### src/bsg_pkg.sv
// Shared types and constants for the BMP-to-gray stream unit.
// No dependencies; imported by bsg_gray, bsg_parser and the top level.
package bsg_pkg;

  localparam int SIDE_DEFAULT = 28;

  localparam int PIX_VAL_W   = 8;
  localparam int PIX_IDX_W   = 10;
  localparam int STATUS_W    = 3;
  localparam int IN_TDATA_W  = 8;
  localparam int OUT_PAYLD_W = PIX_VAL_W + PIX_IDX_W;
  localparam int OUT_TDATA_W = ((OUT_PAYLD_W + 7) / 8) * 8;
  localparam int OUT_PAD_W   = OUT_TDATA_W - OUT_PAYLD_W;

  localparam logic [15:0] BMP_MAGIC  = 16'h4D42;
  localparam logic [31:0] HEADER_LEN = 32'd54;
  localparam logic [5:0]  MAGIC_CHECK_POS = 6'd13;
  localparam logic [5:0]  HEADER_LAST_POS = 6'd53;

  // Q0.16 luma weights
  localparam logic [15:0] W_RED   = 16'd19595;
  localparam logic [15:0] W_GREEN = 16'd38470;
  localparam logic [15:0] W_BLUE  = 16'd7471;

  localparam logic [15:0] DEPTH_8  = 16'd8;
  localparam logic [15:0] DEPTH_24 = 16'd24;
  localparam logic [15:0] DEPTH_32 = 16'd32;

  typedef enum logic [STATUS_W-1:0] {
    ST_PIXEL      = 3'd0,
    ST_NOT_BMP    = 3'd1,
    ST_BAD_SIZE   = 3'd2,
    ST_BAD_DEPTH  = 3'd3,
    ST_TRUNCATED  = 3'd4,
    ST_BAD_OFFSET = 3'd5
  } status_t;

  typedef struct packed {
    logic [PIX_VAL_W-1:0] value;
    logic [PIX_IDX_W-1:0] index;
    status_t              status;
    logic                 last;
  } result_t;

endpackage

### src/bsg_gray.sv
// Fixed-point BGR to gray conversion, Q0.16 weights, truncated.
// Depends on bsg_pkg for the weights.
module bsg_gray (
  input  logic [7:0] red,
  input  logic [7:0] green,
  input  logic [7:0] blue,
  output logic [7:0] gray
);
  import bsg_pkg::*;

  logic [23:0] prod_r;
  logic [23:0] prod_g;
  logic [23:0] prod_b;
  logic [23:0] sum;

  assign prod_r = 24'(W_RED)   * 24'(red);
  assign prod_g = 24'(W_GREEN) * 24'(green);
  assign prod_b = 24'(W_BLUE)  * 24'(blue);
  assign sum    = prod_r + prod_g + prod_b;
  assign gray   = sum[23:16];

endmodule

### src/bsg_parser.sv
// Header parse, pixel walk and error detection for one file byte per step.
// Depends on bsg_pkg and bsg_gray.
module bsg_parser #(
  parameter int SIDE = bsg_pkg::SIDE_DEFAULT
) (
  input  logic             clk,
  input  logic             rst_n,
  input  logic             step,
  input  logic [7:0]       data_byte,
  input  logic             file_start,
  input  logic             file_end,
  output logic             res_valid,
  output bsg_pkg::result_t res
);
  import bsg_pkg::*;

  localparam int PW   = $clog2(4 * SIDE);
  localparam int RLW  = $clog2(4 * SIDE + 1);
  localparam int XW   = $clog2(SIDE + 1);
  localparam int RW   = $clog2(SIDE + 1);
  localparam int LINW = $clog2(SIDE * SIDE + 1);
  localparam int CW   = (LINW > PIX_IDX_W) ? LINW : PIX_IDX_W;

  localparam logic [RLW-1:0] ROW_LEN1 = RLW'(((SIDE + 3) / 4) * 4);
  localparam logic [RLW-1:0] ROW_LEN3 = RLW'(((3 * SIDE + 3) / 4) * 4);
  localparam logic [RLW-1:0] ROW_LEN4 = RLW'(4 * SIDE);
  localparam logic [XW-1:0]  SIDE_X   = XW'(SIDE);
  localparam logic [XW-1:0]  LAST_X   = XW'(SIDE - 1);
  localparam logic [RW-1:0]  LAST_ROW = RW'(SIDE - 1);
  localparam logic [31:0]    SIDE_32  = 32'(SIDE);
  localparam logic [31:0]    NSIDE_32 = 32'(0) - 32'(SIDE);
  localparam logic [CW-1:0]  SIDE_C   = CW'(SIDE);

  typedef enum logic [1:0] {
    PH_HEADER = 2'd0,
    PH_SKIP   = 2'd1,
    PH_PIXELS = 2'd2,
    PH_IDLE   = 2'd3
  } phase_t;

  phase_t        phase_r, phase_nxt, phase_c;
  logic [31:0]   cnt_r, cnt_nxt, cnt_c;
  logic [15:0]   magic_r, magic_nxt;
  logic [31:0]   ofs_r, ofs_nxt;
  logic [31:0]   wid_r, wid_nxt;
  logic [31:0]   hgt_r, hgt_nxt;
  logic [15:0]   depth_r, depth_nxt;
  logic [PW-1:0] pos_r, pos_nxt, pos_c;
  logic [XW-1:0] x_r, x_nxt, x_c;
  logic [1:0]    ch_r, ch_nxt, ch_c;
  logic [RW-1:0] rows_r, rows_nxt, rows_c;
  logic [7:0]    blue_r, blue_nxt;
  logic [7:0]    green_r, green_nxt;

  logic           pixel_byte;
  logic           bpp1, bpp3;
  logic           ch_last;
  logic           emit;
  logic           last;
  logic [RLW-1:0] pos1;
  logic [RLW-1:0] row_len;
  logic [RW-1:0]  row;
  logic [CW-1:0]  lin_idx;
  logic [7:0]     gray_rgb;
  logic [7:0]     gray;
  status_t        err;

  bsg_gray u_gray (
    .red   (data_byte),
    .green (green_r),
    .blue  (blue_r),
    .gray  (gray_rgb)
  );

  always_comb begin
    phase_c = file_start ? PH_HEADER : phase_r;
    cnt_c   = file_start ? '0 : cnt_r;
    pos_c   = file_start ? '0 : pos_r;
    x_c     = file_start ? '0 : x_r;
    ch_c    = file_start ? '0 : ch_r;
    rows_c  = file_start ? '0 : rows_r;

    phase_nxt = phase_c;
    cnt_nxt   = cnt_c;
    magic_nxt = magic_r;
    ofs_nxt   = ofs_r;
    wid_nxt   = wid_r;
    hgt_nxt   = hgt_r;
    depth_nxt = depth_r;
    pos_nxt   = pos_c;
    x_nxt     = x_c;
    ch_nxt    = ch_c;
    rows_nxt  = rows_c;
    blue_nxt  = blue_r;
    green_nxt = green_r;

    err        = ST_PIXEL;
    pixel_byte = 1'b0;
    emit       = 1'b0;
    last       = 1'b0;
    gray       = '0;

    bpp1    = (depth_r == DEPTH_8);
    bpp3    = (depth_r == DEPTH_24);
    ch_last = bpp1 || (bpp3 && ch_c == 2'd2) || (!bpp1 && !bpp3 && ch_c == 2'd3);
    row_len = bpp1 ? ROW_LEN1 : (bpp3 ? ROW_LEN3 : ROW_LEN4);
    pos1    = RLW'(pos_c) + RLW'(1);
    row     = hgt_r[31] ? rows_c : LAST_ROW - rows_c;
    lin_idx = CW'(row) * SIDE_C + CW'(x_c);

    if (phase_c != PH_IDLE) begin
      cnt_nxt = cnt_c + 32'd1;
      case (phase_c)
        PH_HEADER: begin
          case (cnt_c[5:0])
            6'd0:  magic_nxt[7:0]   = data_byte;
            6'd1:  magic_nxt[15:8]  = data_byte;
            6'd10: ofs_nxt[7:0]     = data_byte;
            6'd11: ofs_nxt[15:8]    = data_byte;
            6'd12: ofs_nxt[23:16]   = data_byte;
            6'd13: ofs_nxt[31:24]   = data_byte;
            6'd18: wid_nxt[7:0]     = data_byte;
            6'd19: wid_nxt[15:8]    = data_byte;
            6'd20: wid_nxt[23:16]   = data_byte;
            6'd21: wid_nxt[31:24]   = data_byte;
            6'd22: hgt_nxt[7:0]     = data_byte;
            6'd23: hgt_nxt[15:8]    = data_byte;
            6'd24: hgt_nxt[23:16]   = data_byte;
            6'd25: hgt_nxt[31:24]   = data_byte;
            6'd28: depth_nxt[7:0]   = data_byte;
            6'd29: depth_nxt[15:8]  = data_byte;
            default: ;
          endcase
          if (cnt_c[5:0] == MAGIC_CHECK_POS && magic_r != BMP_MAGIC) begin
            err = ST_NOT_BMP;
          end else if (cnt_c[5:0] == HEADER_LAST_POS) begin
            if (wid_r != SIDE_32 || (hgt_r != SIDE_32 && hgt_r != NSIDE_32)) begin
              err = ST_BAD_SIZE;
            end else if (depth_r != DEPTH_8 && depth_r != DEPTH_24 &&
                         depth_r != DEPTH_32) begin
              err = ST_BAD_DEPTH;
            end else if (ofs_r < HEADER_LEN) begin
              err = ST_BAD_OFFSET;
            end else begin
              phase_nxt = PH_SKIP;
            end
          end
        end
        PH_SKIP: begin
          if (cnt_c == ofs_r) begin
            phase_nxt  = PH_PIXELS;
            pixel_byte = 1'b1;
          end
        end
        PH_PIXELS: pixel_byte = 1'b1;
        default: ;
      endcase
    end

    if (pixel_byte) begin
      if (x_c < SIDE_X) begin
        if (bpp1) begin
          gray = data_byte;
          emit = 1'b1;
        end else if (ch_c == 2'd0) begin
          blue_nxt = data_byte;
        end else if (ch_c == 2'd1) begin
          green_nxt = data_byte;
        end else if (ch_c == 2'd2) begin
          gray = gray_rgb;
          emit = 1'b1;
        end
        if (ch_last) begin
          ch_nxt = '0;
          x_nxt  = x_c + XW'(1);
        end else begin
          ch_nxt = ch_c + 2'd1;
        end
        if (emit) begin
          last = (rows_c == LAST_ROW) && (x_c == LAST_X);
          if (last) begin
            phase_nxt = PH_IDLE;
          end
        end
      end
      if (pos1 >= row_len) begin
        pos_nxt  = '0;
        x_nxt    = '0;
        ch_nxt   = '0;
        rows_nxt = rows_c + RW'(1);
      end else begin
        pos_nxt = pos1[PW-1:0];
      end
    end

    if (err == ST_PIXEL && file_end && phase_nxt != PH_IDLE && phase_c != PH_IDLE) begin
      err = ST_TRUNCATED;
    end
    if (err != ST_PIXEL) begin
      phase_nxt = PH_IDLE;
    end

    res_valid = (err != ST_PIXEL) || emit;
    if (err != ST_PIXEL) begin
      res.value  = '0;
      res.index  = '0;
      res.status = err;
      res.last   = 1'b0;
    end else begin
      res.value  = gray;
      res.index  = lin_idx[PIX_IDX_W-1:0];
      res.status = ST_PIXEL;
      res.last   = last;
    end
  end

  always_ff @(posedge clk) begin
    if (!rst_n) begin
      phase_r <= PH_HEADER;
      cnt_r   <= '0;
      pos_r   <= '0;
      x_r     <= '0;
      ch_r    <= '0;
      rows_r  <= '0;
    end else if (step) begin
      phase_r <= phase_nxt;
      cnt_r   <= cnt_nxt;
      pos_r   <= pos_nxt;
      x_r     <= x_nxt;
      ch_r    <= ch_nxt;
      rows_r  <= rows_nxt;
    end
  end

  always_ff @(posedge clk) begin
    if (step) begin
      magic_r <= magic_nxt;
      ofs_r   <= ofs_nxt;
      wid_r   <= wid_nxt;
      hgt_r   <= hgt_nxt;
      depth_r <= depth_nxt;
      blue_r  <= blue_nxt;
      green_r <= green_nxt;
    end
  end

endmodule

### src/bmp_stream_to_gray_image_unit.sv
// Top level: input word register, BMP parser with gray conversion, result register.
// Depends on bsg_pkg and bsg_parser.
//
// Takes a BMP file one byte per word (tuser marks the first byte of a file, tlast the
// final byte) and emits one word per gray pixel of a SIDE x SIDE image with its
// row-major index counted from the top row, or a single error word (value and index zero,
// status nonzero) after which the unit ignores bytes until the next file start.
// Throughput is one byte per clock unless a held result waits; each byte passes an input
// register and then a result register on its way to the output.
// The per-byte parse, counter update and three constant multiplies form the one logic
// stage between those registers. tready on the input drops only while a held result
// waits.
module bmp_stream_to_gray_image_unit #(
  parameter int SIDE = bsg_pkg::SIDE_DEFAULT
) (
  input  logic                            clk,
  input  logic                            rst_n,
  input  logic                            in_tvalid,
  output logic                            in_tready,
  input  logic [bsg_pkg::IN_TDATA_W-1:0]  in_tdata,   // data_byte[7:0]
  input  logic                            in_tuser,   // file_start
  input  logic                            in_tlast,   // file_end
  output logic                            out_tvalid,
  input  logic                            out_tready,
  output logic [bsg_pkg::OUT_TDATA_W-1:0] out_tdata,  // pixel_value, pixel_index, zero pad
  output logic [bsg_pkg::STATUS_W-1:0]    out_tuser,  // status[2:0]
  output logic                            out_tlast   // last_pixel
);
  import bsg_pkg::*;

  logic                  in_v_r;
  logic [IN_TDATA_W-1:0] in_data_r;
  logic                  in_fs_r;
  logic                  in_fe_r;
  logic                  out_v_r;
  result_t               out_res_r;
  logic                  step;
  logic                  res_valid;
  result_t               res;

  assign step      = in_v_r && (!out_v_r || out_tready);
  assign in_tready = !in_v_r || step;

  bsg_parser #(
    .SIDE (SIDE)
  ) u_parser (
    .clk        (clk),
    .rst_n      (rst_n),
    .step       (step),
    .data_byte  (in_data_r),
    .file_start (in_fs_r),
    .file_end   (in_fe_r),
    .res_valid  (res_valid),
    .res        (res)
  );

  always_ff @(posedge clk) begin
    if (!rst_n) begin
      in_v_r  <= 1'b0;
      out_v_r <= 1'b0;
    end else begin
      if (in_tready) begin
        in_v_r <= in_tvalid;
      end
      if (!out_v_r || out_tready) begin
        out_v_r <= step && res_valid;
      end
    end
  end

  always_ff @(posedge clk) begin
    if (in_tready && in_tvalid) begin
      in_data_r <= in_tdata;
      in_fs_r   <= in_tuser;
      in_fe_r   <= in_tlast;
    end
    if (step && res_valid) begin
      out_res_r <= res;
    end
  end

  assign out_tvalid = out_v_r;
  assign out_tdata  = {{OUT_PAD_W{1'b0}}, out_res_r.index, out_res_r.value};
  assign out_tuser  = out_res_r.status;
  assign out_tlast  = out_res_r.last;

endmodule

### config.mk
export PLATFORM = sky130hd
export DESIGN_NAME = bmp_stream_to_gray_image_unit
export DESIGN_NICKNAME = d
export VERILOG_FILES = /design/src/bsg_pkg.sv /design/src/bsg_gray.sv /design/src/bsg_parser.sv /design/src/bmp_stream_to_gray_image_unit.sv
export SDC_FILE = /design/constraint.sdc
export NUM_CORES = 1
export LEC_CHECK = 0
export BUFFER_PORTS_ARGS = -buffer_cell sky130_fd_sc_hd__buf_2
export CORE_MARGIN = 1
export CORE_UTILIZATION = 47
export DETAILED_ROUTE_END_ITERATION = 12
export GPL_TIMING_DRIVEN = 0
export PLACE_DENSITY = 0.68
export SYNTH_ARGS = -nofsm -noshare
export SYNTH_HDL_FRONTEND = slang
export SYNTH_SLANG_ARGS = --single-unit
### constraint.sdc
create_clock -name clk -period 17.8 [get_ports clk]
set_input_delay 3.56 -clock clk [delete_from_list [all_inputs] [get_ports clk]]
set_output_delay 3.56 -clock clk [all_outputs]
set_load 0.005 [all_outputs]
# Yosys cells after proc, flatten, opt, wreduce, memory -nomap -nowiden
# Cells that the tools add are included.
[classes]
add_sub_neg = 9
n_mul = 4
n_lt_le_gt_ge = 3
eq_ne = 35
n_mux = 58
n_bitwise = 5
reduce_logical = 49
[ops]
columns = ["operator", "count"]
rows = [
  ["32-bit two-way mux", 2],
  ["32-bit by 5-bit != test with 1-bit output, second input constant", 2],
  ["4-bit AND reduction", 16],
  ["6-bit by 5-bit == test with 1-bit output, second input constant", 10],
  ["15-bit by 8-bit multiplier with 23-bit output, first input constant", 2],
  ["5-bit two-way mux", 9],
  ["2-bit two-way mux", 18],
  ["32-bit by 1-bit adder with 32-bit output, second input constant", 1],
  ["32-bit == test", 1],
  ["32-bit by 6-bit less-than comparator with 1-bit output, second input constant", 1],
  ["8-bit two-way mux", 4],
  ["32-bit != test, second input constant", 1],
  ["7-bit two-way mux", 4],
  ["23-bit by 24-bit adder with 24-bit output", 1],
  ["24-bit by 21-bit adder with 24-bit output", 1],
  ["6-bit by 4-bit == test with 1-bit output, second input constant", 4],
  ["3-bit two-way mux", 8],
  ["13-bit by 8-bit multiplier with 21-bit output, first input constant", 1],
  ["16-bit by 4-bit == test with 1-bit output, second input constant", 1],
  ["16-bit by 5-bit == test with 1-bit output, second input constant", 1],
  ["16-bit by 15-bit != test with 1-bit output, second input constant", 1],
  ["16-bit by 4-bit != test with 1-bit output, second input constant", 1],
  ["16-bit by 5-bit != test with 1-bit output, second input constant", 1],
  ["16-bit by 6-bit != test with 1-bit output, second input constant", 1],
  ["30 further kinds", 71],
]
[totals]
ff_bits = 231
in_bits = 14
output_inout_bits = 30
word_cells = 196

# Depth between registers and ports, before layout
# Gate-level depths: netlist of the first run.
[depth]
word_depth = 20
ltp_mapped = 28
ltp_nobuf = 28

# By module
# Synthesis of the first run repeated with hierarchy kept, for this count alone.
[unflattened]
hier_cells = 1565
hier_area_um2 = 16963.8
[modules_own_cells]
columns = ["mod", "instances", "cells_per_inst", "area_each_um2", "seq_area_each_um2"]
rows = [
  ["bsg_parser", 1, 894, 9869.5, 5385.2],
  ["bsg_gray", 1, 619, 5972.0, 0.0],
  ["bmp_stream_to_gray_image_unit", 1, 52, 1122.3, 1001.0],
]

# Least setup slack after synthesis of the first run
# No wires, ideal clock.
[synth_path]
path_type = "register to register"
from = "reg u_parser.green_r[6]"
to = "reg out_res_r, in the netlist out_tdata[7], data pin"
setup_ns = 0.158
t_arrival_ns = 7.291
t_required_ns = 17.642
slack_ns = 10.351
path_stages_with_launch = 28
path_buffers = 0
period_less_slack_ns = 7.449
cell_sequence = "edfxtp_1 -> ha_1 -> inv_1 -> fa_1 -> fa_1 -> inv_1 -> ha_1 -> and3b_1 -> o21ai_0 -> nand2b_1 -> a21oi_1 -> nor2b_1 -> xnor2_1 -> fa_1 -> fa_1 -> inv_1 -> fa_1 -> fa_1 -> inv_1 -> ha_1 -> o211ai_1 -> nor2_1 -> a221oi_1 -> o2111ai_1 -> a311o_1 -> a2111oi_0 -> o21ai_0 -> a211oi_2"
[synth_via]
elab_chain_len = 7
[synth_lines]
columns = ["element", "line", "text"]
rows = [
  ["start: declaration", "bsg_parser.sv:53", "logic [7:0] green_r, green_nxt;"],
  ["start signal: assignment", "bsg_parser.sv:243", "green_r <= green_nxt;"],
  ["15-bit by 8-bit multiplier with 23-bit output", "bsg_gray.sv:17", "assign prod_g = 24'(W_GREEN) * 24'(green);"],
  ["23-bit by 24-bit adder with 24-bit output", "bsg_gray.sv:19", "assign sum = prod_r + prod_g + prod_b;"],
  ["24-bit by 21-bit adder with 24-bit output", "bsg_gray.sv:19", ""],
  ["8-bit two-way mux", "bsg_parser.sv:169", "end else if (ch_c == 2'd2) begin"],
  ["8-bit two-way mux", "bsg_parser.sv:167", "end else if (ch_c == 2'd1) begin"],
  ["8-bit two-way mux", "bsg_parser.sv:165", "end else if (ch_c == 2'd0) begin"],
  ["8-bit two-way mux", "bsg_parser.sv:162", "if (bpp1) begin"],
  ["end signal: assignment", "bmp_stream_to_gray_image_unit.sv:78", "out_res_r <= res;"],
  ["end: declaration", "bmp_stream_to_gray_image_unit.sv:36", "result_t out_res_r;"],
]
# No other way between the ends.
# A chain may end at the register's enable or synchronous reset.

# Worst setup path in the final report of the first run
# Ends and elaborated chain as after synthesis.

==> results.yml, run 1 <==
sta:
  slew_headroom_pct: 10.2
  timing.setup.tns_ns: 0
  rsz0062_at_grt: "false"
  worst_slew_pin_slew_ns: 1.35
  fin_skew_ns: 0.0204
  setup_viol: 0
  fmax_mhz: 115
  period_minus_slack_ns: 8.68
  hold_viol_final: 0
  period_share_pct: 48.8
  slew_violations: 0
setup_path:
  r2r-start: "u_parser.green_r[6]"
  reg2reg_depth: 27
  worstPathRequired_ns: 18.18
  r2r_end: "out_tdata[7]"
  worstSetupStartpoint: "u_parser.green_r[6]"
  crit_type: "reg2reg"
  crit_path_end: "out_tdata[7]"
  crit_arrival_ns: 9.06
  cp_max_fo: 7
  cp-start-kind: "flop"
  reg2reg_slack_ns: 9.12
  crit_path_end_kind: "flop"
grt:
  grt_start_max_net_pins: 27
  grt_usage_pct: 22.1
  grt-ovfl-total: 0
  antenna_found_initial: 0
  grt_pass1_wl_um: 64000
  grt_pass1_vias: 12015
power:
  p_sw_uw: 426
  comb_power_share_pct: 22.7
  peakVddDrop_uv: 87.0
  swShare_pct: 29.4
  power_density_nw_per_um2: 78.2
  clkPwrFrac_pct: 36.1
  internal-power_uw: 1020
  p_leak_uw: 0.00772
  power_frac_seq_pct: 41.2
yosys:
  ys.flop_type: "edfxtp_1"
  netlist-cell-type-count: 87
  synth_most_common_cell: "inv_1"
  ys_top_cells_by_area: "edfxtp_1, fa_1, ha_1, dfxtp_1, inv_1"
  yosysSeqAreaShare_pct: 37.8
  synth_top_area_share_pct: 31.3
  avgSynthCellArea_um2: 10.8
  ys_ff_latch: 231
  synthCells: 1558
  synth-edff-count: 176
  yosys_warnings: 0
  synthArstFlopShare_pct: 0
  yosysTopAreaCell: "edfxtp_1"
  synth_area_um2: 16900
  synthTopCellsByCount: "inv_1, ha_1, edfxtp_1, fa_1, nand2_1"
placed_design:
  hpwl_um: 29200
  dpl.cell_count: 2064
  numPortBuffers: 37
  gp_congestion: 0.897
final_layout:
  antenna_cells: 0
  areaGrowthSynthToFinish_pct: 9.73
  fin_cells: 2108
  nets: 1956
  drive_gt1_share_pct: 7.71
route:
  ant_nets: 0
  drt_pass1_iterations: 5
  wl_per_cell_um: 18.4
  vias: 11775
  vias_per_cell: 5.59
  wirelength_um: 38700
  wl_met3_um: 1450
  topRoutingLayerUsed: "met4"
  drc: 0
  routed-wl-met2_um: 19400
  drt-initial-drc-count: 774
  drt-met1-wl_um: 17000
die:
  start_util_pct: 47.6
  io_pins: 44
  fp.dieArea_um2: 36700
  rows: 69
  die-width_um: 192
  coreArea_um2: 35500
  die_h_um: 192
flow_run:
  max_cap_violations: 0
clock_tree:
  path_clk_slew_ns: 0.07
  cts_root_buffer: "clkbuf_16"
  cts_buffers: 25
  ctsHoldBuffers: 0
  post_cts_buffers: 0
  clockBufferDepth: 3
  htreeDepth: 1
  cts_num_sinks: 231
  tritoncts: "done"
  ctsResizeCount: 0
  clk_latency_ns: 0.53
outcome:
  status: "finished, final reports clean"
hold_path:
  worst_hold_path_type: "reg2reg"
cell type report:
cell class,count,area [um^2]
inverter,239,897
tap,461,577
sequential,231,6390
clock inverter,17,189
fill,3100,16900
multi-input combinational,1053,9430
timing repair buffer,40,208
clock buffer,27,633
buffer,40,216
power groups by stage:
stage	Clock, uW	Combinational, uW	Sequential [uW]
final	523	330	597
after global routing	548	386	597
after CTS	532	334	597
after detailed placement	0	329	609
after global placement	0	321	608
after floorplan	0	242	601
routing by layer:
| layer | GRT usage [%] | vias to the layer above |
|---|---|---|
| met5 | 0 | - |
| met4 | 5.31 | 0 |
| met3 | 1.74 | 59 |
| met2 | 38.9 | 266 |
| met1 | 29.6 | 5871 |
| li1 | - | 5579 |
critical path: stages, from the launching register on:
cell and delay (ns):
edfxtp_1 0.55, ha_1 0.38, inv_1 0.06, fa_1 0.50
fa_1 0.55, inv_1 0.04, ha_1 0.34, and3b_1 0.20
o21ai_0 0.21, nand2b_1 0.13, a21oi_1 0.25, nor2b_1 0.20
xnor2_1 0.17, fa_1 0.48, fa_1 0.52, inv_1 0.05
fa_1 0.48, fa_1 0.58, inv_1 0.05, ha_1 0.30
o211ai_1 0.10, nor2_1 0.12, a221oi_1 0.69, o2111ai_1 0.37
a311o_1 0.38, a2111oi_0 0.42, o21ai_0 0.18, a211oi_2 0.23
cell families after synthesis:
family	Yosys count	synth area share, %
adder cells (fa/ha/maj)	312	28.6
other	1	0.0222
XOR/XNOR	68	3.53
AND/OR/NAND/NOR	440	14.3
flip-flops	231	37.8
multiplexers	7	0.430
AO/OA/AOI/OAI	220	8.72
buffers and inverters	279	6.59
flip-flops by register name (all words and copies together), names as in the netlist, 2 cells and up:
name,flops
in_data_r,8
u_parser.depth_r,16
u_parser.rows_r,5
u_parser.phase_r,2
u_parser.x_r,5
u_parser.magic_r,16
u_parser.blue_r,8
u_parser.ofs_r,32
u_parser.cnt_r,32
u_parser.ch_r,2
out_tuser,3
u_parser.green_r,8
u_parser.wid_r,32
u_parser.hgt_r,32
out_tdata,18
u_parser.pos_r,7
stage by stage:
stage / hold slack [ns] / worst slack, ns / util [%] / cell area, um^2 / total power, uW
2_1_floorplan: 0.430 / 10.35 / - / 16900 / 843
3_3_place_gp: 0.439 / 9.16 / 49.8 / 17700 / 929
3_5_place_dp: 0.457 / 9.14 / 49.9 / 17700 / 938
4_1_cts: 0.467 / 9.10 / 52.2 / 18500 / 1460
5_1_grt: 0.485 / 8.65 / 52.2 / 18500 / 1530
6_report: 0.464 / 9.12 / 52.2 / 18500 / 1450
how the worst min path moves through the flow:
stage	from	end	slack, ns	cells after the start
after global routing	u_parser.ch_r[1]	u_parser.ch_r[1]	0.48	2
after floorplan	u_parser.ch_r[1]	u_parser.ch_r[1]	0.43	2
final	u_parser.pos_r[6]	u_parser.pos_r[6]	0.46	2
after CTS	u_parser.pos_r[6]	u_parser.pos_r[6]	0.47	2
after detailed placement	u_parser.pos_r[6]	u_parser.pos_r[6]	0.46	2
after global placement	u_parser.ch_r[1]	u_parser.ch_r[1]	0.44	2
layout by cell type, fill, tap and decap left out, drive strengths merged, types with 23 or more instances in the layout:
cell    Yosys  layout
nand2     100     100
clkbuf     25      52
a21oi      37      37
nor3       31      31
nand3      34      34
ha        188     188
nor4       29      29
nand4      27      27
o21ai      54      54
inv       239     242
buf        14      54
and3       23      23
nor2       96      96
fa        124     124
xor2       23      23
xnor2      45      45
dfxtp      55      55
edfxtp    176     176
a31oi      26      26
Power figures use the tool's default switching activity.
==> run 2, diff against run 1 <==
ABC_AREA = 1   (was unset)
clock period = 8.1 ns   (was 17.8 ns; I/O delays follow)
==> run 2 against run 1 <==
  * Largest power group unchanged
  * Core utilization about the same
  * Largest cell class unchanged
  * Via count up 17%
  * Sequential share of layout area down 1.9 points
  * Critical path type unchanged
  * Clock skew down 0.0033 ns
  * Setup slack worse by 8.7 ns
  * Total power up 130%
  * Synthesized cell count up 29%
  * Die area up 6.0%
==> results.yml, run 2 <==
outcome:
  status: "finished, final reports clean"
clock_tree:
  ctsResizeCount: 0
  cts_root_buffer: "clkbuf_16"
  post_cts_buffers: 0
  clk_latency_ns: 0.55
  cts_buffers: 25
  cts_num_sinks: 231
  htreeDepth: 1
  tritoncts: "done"
  path_clk_slew_ns: 0.07
  ctsHoldBuffers: 0
  clockBufferDepth: 3
grt:
  grt_usage_pct: 23.7
  grt-ovfl-total: 0
  antenna_found_initial: 0
  grt_pass1_wl_um: 71900
  grt_pass1_vias: 13908
  grt_start_max_net_pins: 27
final_layout:
  final_cell_mix: "inv_1, nand2_1, nor2_1"
  final_common_cell: "inv_1"
  antenna_cells: 0
  areaGrowthSynthToFinish_pct: 9.56
  drive_gt1_share_pct: 6.56
  fin_util_pct: 52.2
  fin_area_um2: 19600
  n_fill_cell: 3483
  nets: 2410
placed_design:
  numPortBuffers: 37
  gp_congestion: 0.914
  place_ws_ns: 0.513
  place_area_um2: 18800
  hpwl_um: 33900
setup_path:
  cp_max_fo: 7
  crit_type: "reg2reg"
  crit_path_end_kind: "flop"
  path_common_cell: "fa_1"
  cp-start-kind: "flop"
  crit_slowest_cell: "edfxtp_1"
  worstPathRequired_ns: 8.40
  crit_arrival_ns: 8.02
  max_stage_delay_ns: 0.57
hold_path:
  worst_hold_path_type: "reg2reg"
yosys:
  avgSynthCellArea_um2: 8.91
  synthTopCellsByCount: "inv_1, nand2_1, nor2_1, ha_1, edfxtp_1"
  synth_top_area_share_pct: 29.5
  netlist-cell-type-count: 55
  synth-edff-count: 176
  yosys_warnings: 0
  synthArstFlopShare_pct: 0
  ys.flop_type: "edfxtp_1"
  synth_area_um2: 17900
  yosysSeqAreaShare_pct: 35.6
  ys_ff_latch: 231
  yosysTopAreaCell: "edfxtp_1"
  ys_top_cells_by_area: "edfxtp_1, fa_1, ha_1, inv_1, nand2_1"
  synth_most_common_cell: "inv_1"
  synthCells: 2011
power:
  clkPwrFrac_pct: 32.9
  p_sw_uw: 1070
  comb_power_share_pct: 27.0
  power_frac_seq_pct: 40.2
  peakVddDrop_uv: 198
  power_density_nw_per_um2: 167
  p_leak_uw: 0.00881
  swShare_pct: 32.5
  internal-power_uw: 2210
die:
  coreArea_um2: 37600
  die_h_um: 197
  rows: 71
  die-width_um: 197
  start_util_pct: 47.7
  fp.dieArea_um2: 38900
  io_pins: 44
route:
  wl_per_cell_um: 17.1
  vias: 13731
  drt_pass1_iterations: 6
  ant_nets: 0
  vias_per_cell: 5.25
  drt-initial-drc-count: 878
  wirelength_um: 44600
  drc: 0
sta:
  whs_ns: 0.467
  hold_viol_final: 0
  fin_skew_ns: 0.0171
  setup_viol: 0
  period_minus_slack_ns: 7.72
  timing.setup.tns_ns: 0
  rsz0062_at_grt: "false"
  fmax_mhz: 130
  slew_headroom_pct: 2.80
  worst_slew_pin_slew_ns: 1.46
  period_share_pct: 95.3
  slew_violations: 0
  layout_setup_ws_ns: 0.383
flow_run:
  max_cap_violations: 0
-- run 2: cell types whose count changed in the layout (fill, tap and decap cells not counted), moves of 16 or more --
cell	delta
a21o_1	-16
a21oi_1	+59
a31oi_1	-19
and3_1	-22
inv_1	+182
nand2_1	+240
nand3_1	+45
nor2_1	+101
nor2b_1	-18
nor3_1	+22
nor4bb_1	-19
xnor2_1	-39
-- run 2: worst max-delay path, delay by kind of cell, from the launching register on --
| family | cells | cell delay (ns) |
|---|---|---|
| XOR/XNOR | 1 | 0.22 |
| adder cells (fa/ha/maj) | 10 | 4.00 |
| AO/OA/AOI/OAI | 9 | 1.62 |
| flip-flops | 1 | 0.57 |
| AND/OR/NAND/NOR | 5 | 0.83 |
| buffers and inverters | 3 | 0.20 |
-- run 2: power groups by stage --
| stage | sequential, uW | clock [uW] | combinational (uW) |
|---|---|---|---|
| final | 1320 | 1080 | 885 |
| after global routing | 1320 | 1140 | 1030 |
| after CTS | 1320 | 1090 | 872 |
| after detailed placement | 1350 | 0 | 862 |
| after global placement | 1350 | 0 | 838 |
| after floorplan | 1330 | 0 | 642 |
-- run 2: cells by family after synthesis --
logic type | Yosys count | share of synthesized area (%)
xor gates and xnor gates | 33 | 1.61
AOI/OAI and AO/OA | 212 | 6.73
and+or+nand+nor | 766 | 18.9
adders and majority gates | 312 | 27.0
other | 1 | 0.0209
DFF | 231 | 35.6
buffers and inverters | 456 | 10.1
-- run 2: per-layer routing --
layer  wire length (um)  up-vias  share of wire (%)  GRT usage (%)
li1                   -     6661                  -              -
met1              19400     6624                 43           30.8
met2              21900      368                 49           41.3
met3               2220       78                5.0           2.54
met4               1130        0                2.5           7.69
met5                  0        -                  0              0
-- run 2: layout make-up --
cell class / count / area [um^2] / share of cell area [%]
plain buffers: 30 / 199 / 1.01
well taps: 511 / 639 / 3.26
clock inverters: 11 / 76.3 / 0.389
repair buffers: 41 / 275 / 1.40
clock buffers: 35 / 683 / 3.48
flip-flops and latches: 231 / 6390 / 32.5
multi-input cells: 1329 / 9760 / 49.7
inverters: 426 / 1600 / 8.17
-- run 2: final timing paths --
kind                                     startpoint                end  slack [ns]  cells after the start
worst max-delay path            u_parser.green_r[6]       out_tdata[5]        0.38                     28
worst min register to register    u_parser.pos_r[0]  u_parser.pos_r[0]        0.47                      2
worst max register to register  u_parser.green_r[6]       out_tdata[5]        0.38                     28
worst min-delay path              u_parser.pos_r[0]  u_parser.pos_r[0]        0.47                      2
-- run 2: per-stage QoR --
| step | total power (uW) | cells |
|---|---|---|
| detailed placement | 2210 | 2565 |
| CTS | 3290 | 2611 |
| floorplan | 1970 | 2016 |
| global route | 3490 | 2614 |
| finish | 3280 | 2614 |
| global placement | 2190 | 2564 |
==> run 3, diff against run 2 <==
CORE_MARGIN = 1.5   (was 1)
MAX_ROUTING_LAYER = met4   (was unset)
==> run 3 against run 2 <==
  * Critical path depth unchanged
  * Cell area is 0.85% higher
  * Flip-flop and latch count stayed put
  * Total power increased by 6.1%
  * Via count is 0.49% lower
  * Setup slack gained 0.12 ns
  * Non-clock buffer count up 1
  * Die area up 1.0%
  * Register-to-register slack better by 0.12 ns
  * Largest power group unchanged
  * Highest routed layer unchanged
==> results.yml, run 3 (synthesized netlist as in run 2, its figures left out) <==
clock_tree:
  clk_latency_ns: 0.54
  htreeDepth: 1
  cts_root_buffer: "clkbuf_16"
  clockBufferDepth: 3
  path_clk_slew_ns: 0.07
  post_cts_buffers: 0
  tritoncts: "done"
  ctsHoldBuffers: 0
  cts_buffers: 25
  ctsResizeCount: 0
  cts_num_sinks: 231
final_layout:
  areaGrowthSynthToFinish_pct: 10.5
  drive_gt1_share_pct: 6.80
  antenna_cells: 0
  final_cell_mix: "inv_1, nand2_1, nor2_1"
  nets: 2411
  fin_cells: 2613
  final_common_cell: "inv_1"
sta:
  slew_violations: 0
  setup_viol: 0
  period_share_pct: 93.7
  fmax_mhz: 132
  slew_headroom_pct: 6.75
  fin_skew_ns: 0.0194
  timing.setup.tns_ns: 0
  hold_viol_final: 0
  rsz0062_at_grt: "false"
  worst_slew_pin_slew_ns: 1.40
  period_minus_slack_ns: 7.59
setup_path:
  reg2reg_slack_ns: 0.51
  r2r_end: "out_tdata[5]"
  max_stage_delay_ns: 0.56
  path_common_cell: "fa_1"
  cp-start-kind: "flop"
  crit_slowest_cell: "edfxtp_1"
  reg2reg_depth: 28
  path_delay_family: "adder cells"
  crit_type: "reg2reg"
  crit_arrival_ns: 7.90
  cp_max_fo: 7
  worstSetupStartpoint: "u_parser.green_r[6]"
  r2r-start: "u_parser.green_r[6]"
  worstPathRequired_ns: 8.41
  crit_path_end_kind: "flop"
  crit_buf_inv: 3
die:
  fp.dieArea_um2: 39300
  die-width_um: 198
  io_pins: 44
  coreArea_um2: 37600
  die_h_um: 198
  start_util_pct: 47.7
  rows: 71
flow_run:
  max_cap_violations: 0
grt:
  grt_pass1_vias: 13945
  grt_start_max_net_pins: 27
  grt-ovfl-total: 0
  grt_usage_pct: 24.6
  antenna_found_initial: 0
  grt_pass1_wl_um: 72900
route:
  drc: 0
  drt_pass1_iterations: 5
  wl_per_cell_um: 17.1
  wirelength_um: 44800
  ant_nets: 0
  vias_per_cell: 5.23
  vias: 13664
  drt-initial-drc-count: 889
placed_design:
  gp_congestion: 0.937
  numPortBuffers: 37
  dpl.cell_count: 2567
  hpwl_um: 34400
hold_path:
  min_from: "u_parser.x_r[0]"
  min_path_cells: 2
  hold-path-endpoint: "u_parser.x_r[0]"
  worst_hold_path_type: "reg2reg"
power:
  power_density_nw_per_um2: 176
  peakVddDrop_uv: 162
  p_leak_uw: 0.00889
outcome:
  status: "finished, final reports clean"
-- run 3: cell types whose count changed in the layout (fill, tap and decap cells not counted) --
| cell | before | now |
|---|---|---|
| clkbuf_1 | 21 | 16 |
| bufinv_16 | 0 | 7 |
| clkinv_4 | 1 | 0 |
| inv_8 | 1 | 0 |
| buf_16 | 3 | 4 |
| clkinvlp_4 | 1 | 2 |
| clkbuf_8 | 2 | 0 |
| clkinv_1 | 4 | 3 |
| clkinv_2 | 3 | 5 |
| inv_6 | 4 | 2 |
-- run 3: how the worst max path moves through the flow --
stage / to / slack (ns) / cells after the start
3_3_place_gp: out_tdata[5] / 0.65 / 28
6_report: out_tdata[5] / 0.51 / 28
3_5_place_dp: out_tdata[5] / 0.61 / 28
4_1_cts: out_tdata[5] / 0.56 / 28
5_1_grt: out_tdata[5] / 0.09 / 28
2_1_floorplan: out_tdata[7] / 1.39 / 28
-- run 3: power by group --
| group | internal, uW | switching [uW] |
|---|---|---|
| logic | 335 | 555 |
| clock network | 788 | 486 |
| registers | 1290 | 27.3 |
-- run 3: per-layer routing --
metal  track usage [%]  share of wire (%)
met2              41.8                 49
met3              2.21                4.7
met4              6.87                2.5
met1              31.6                 44
met5                 -                  0
-- run 3: final cells by class --
class,instances,area [um^2]
plain buffers,30,199
clock buffers,28,637
clock inverters,16,263
fillers,3443,17800
inverters,426,1600
multi-input cells,1329,9760
flip-flops and latches,231,6390
well taps,511,639
repair buffers,42,303
-- run 3: through the flow --
stage	hold WS (ns)	cell area [um^2]	util, %	worst slack [ns]	total power [uW]
3_3_place_gp	0.458	18800	49.9	0.647	2190
5_1_grt	0.490	19800	52.7	0.0866	3680
4_1_cts	0.473	19700	52.5	0.562	3490
2_1_floorplan	0.445	17900	-	1.39	1970
3_5_place_dp	0.457	18800	50.1	0.608	2220
6_report	0.471	19800	52.7	0.508	3480
-- run 3: worst min-delay path, stage by stage, from the launching register on --
cell     delay (ns)
dfxtp_1        0.31
nand2_1        0.06
a21oi_1        0.06
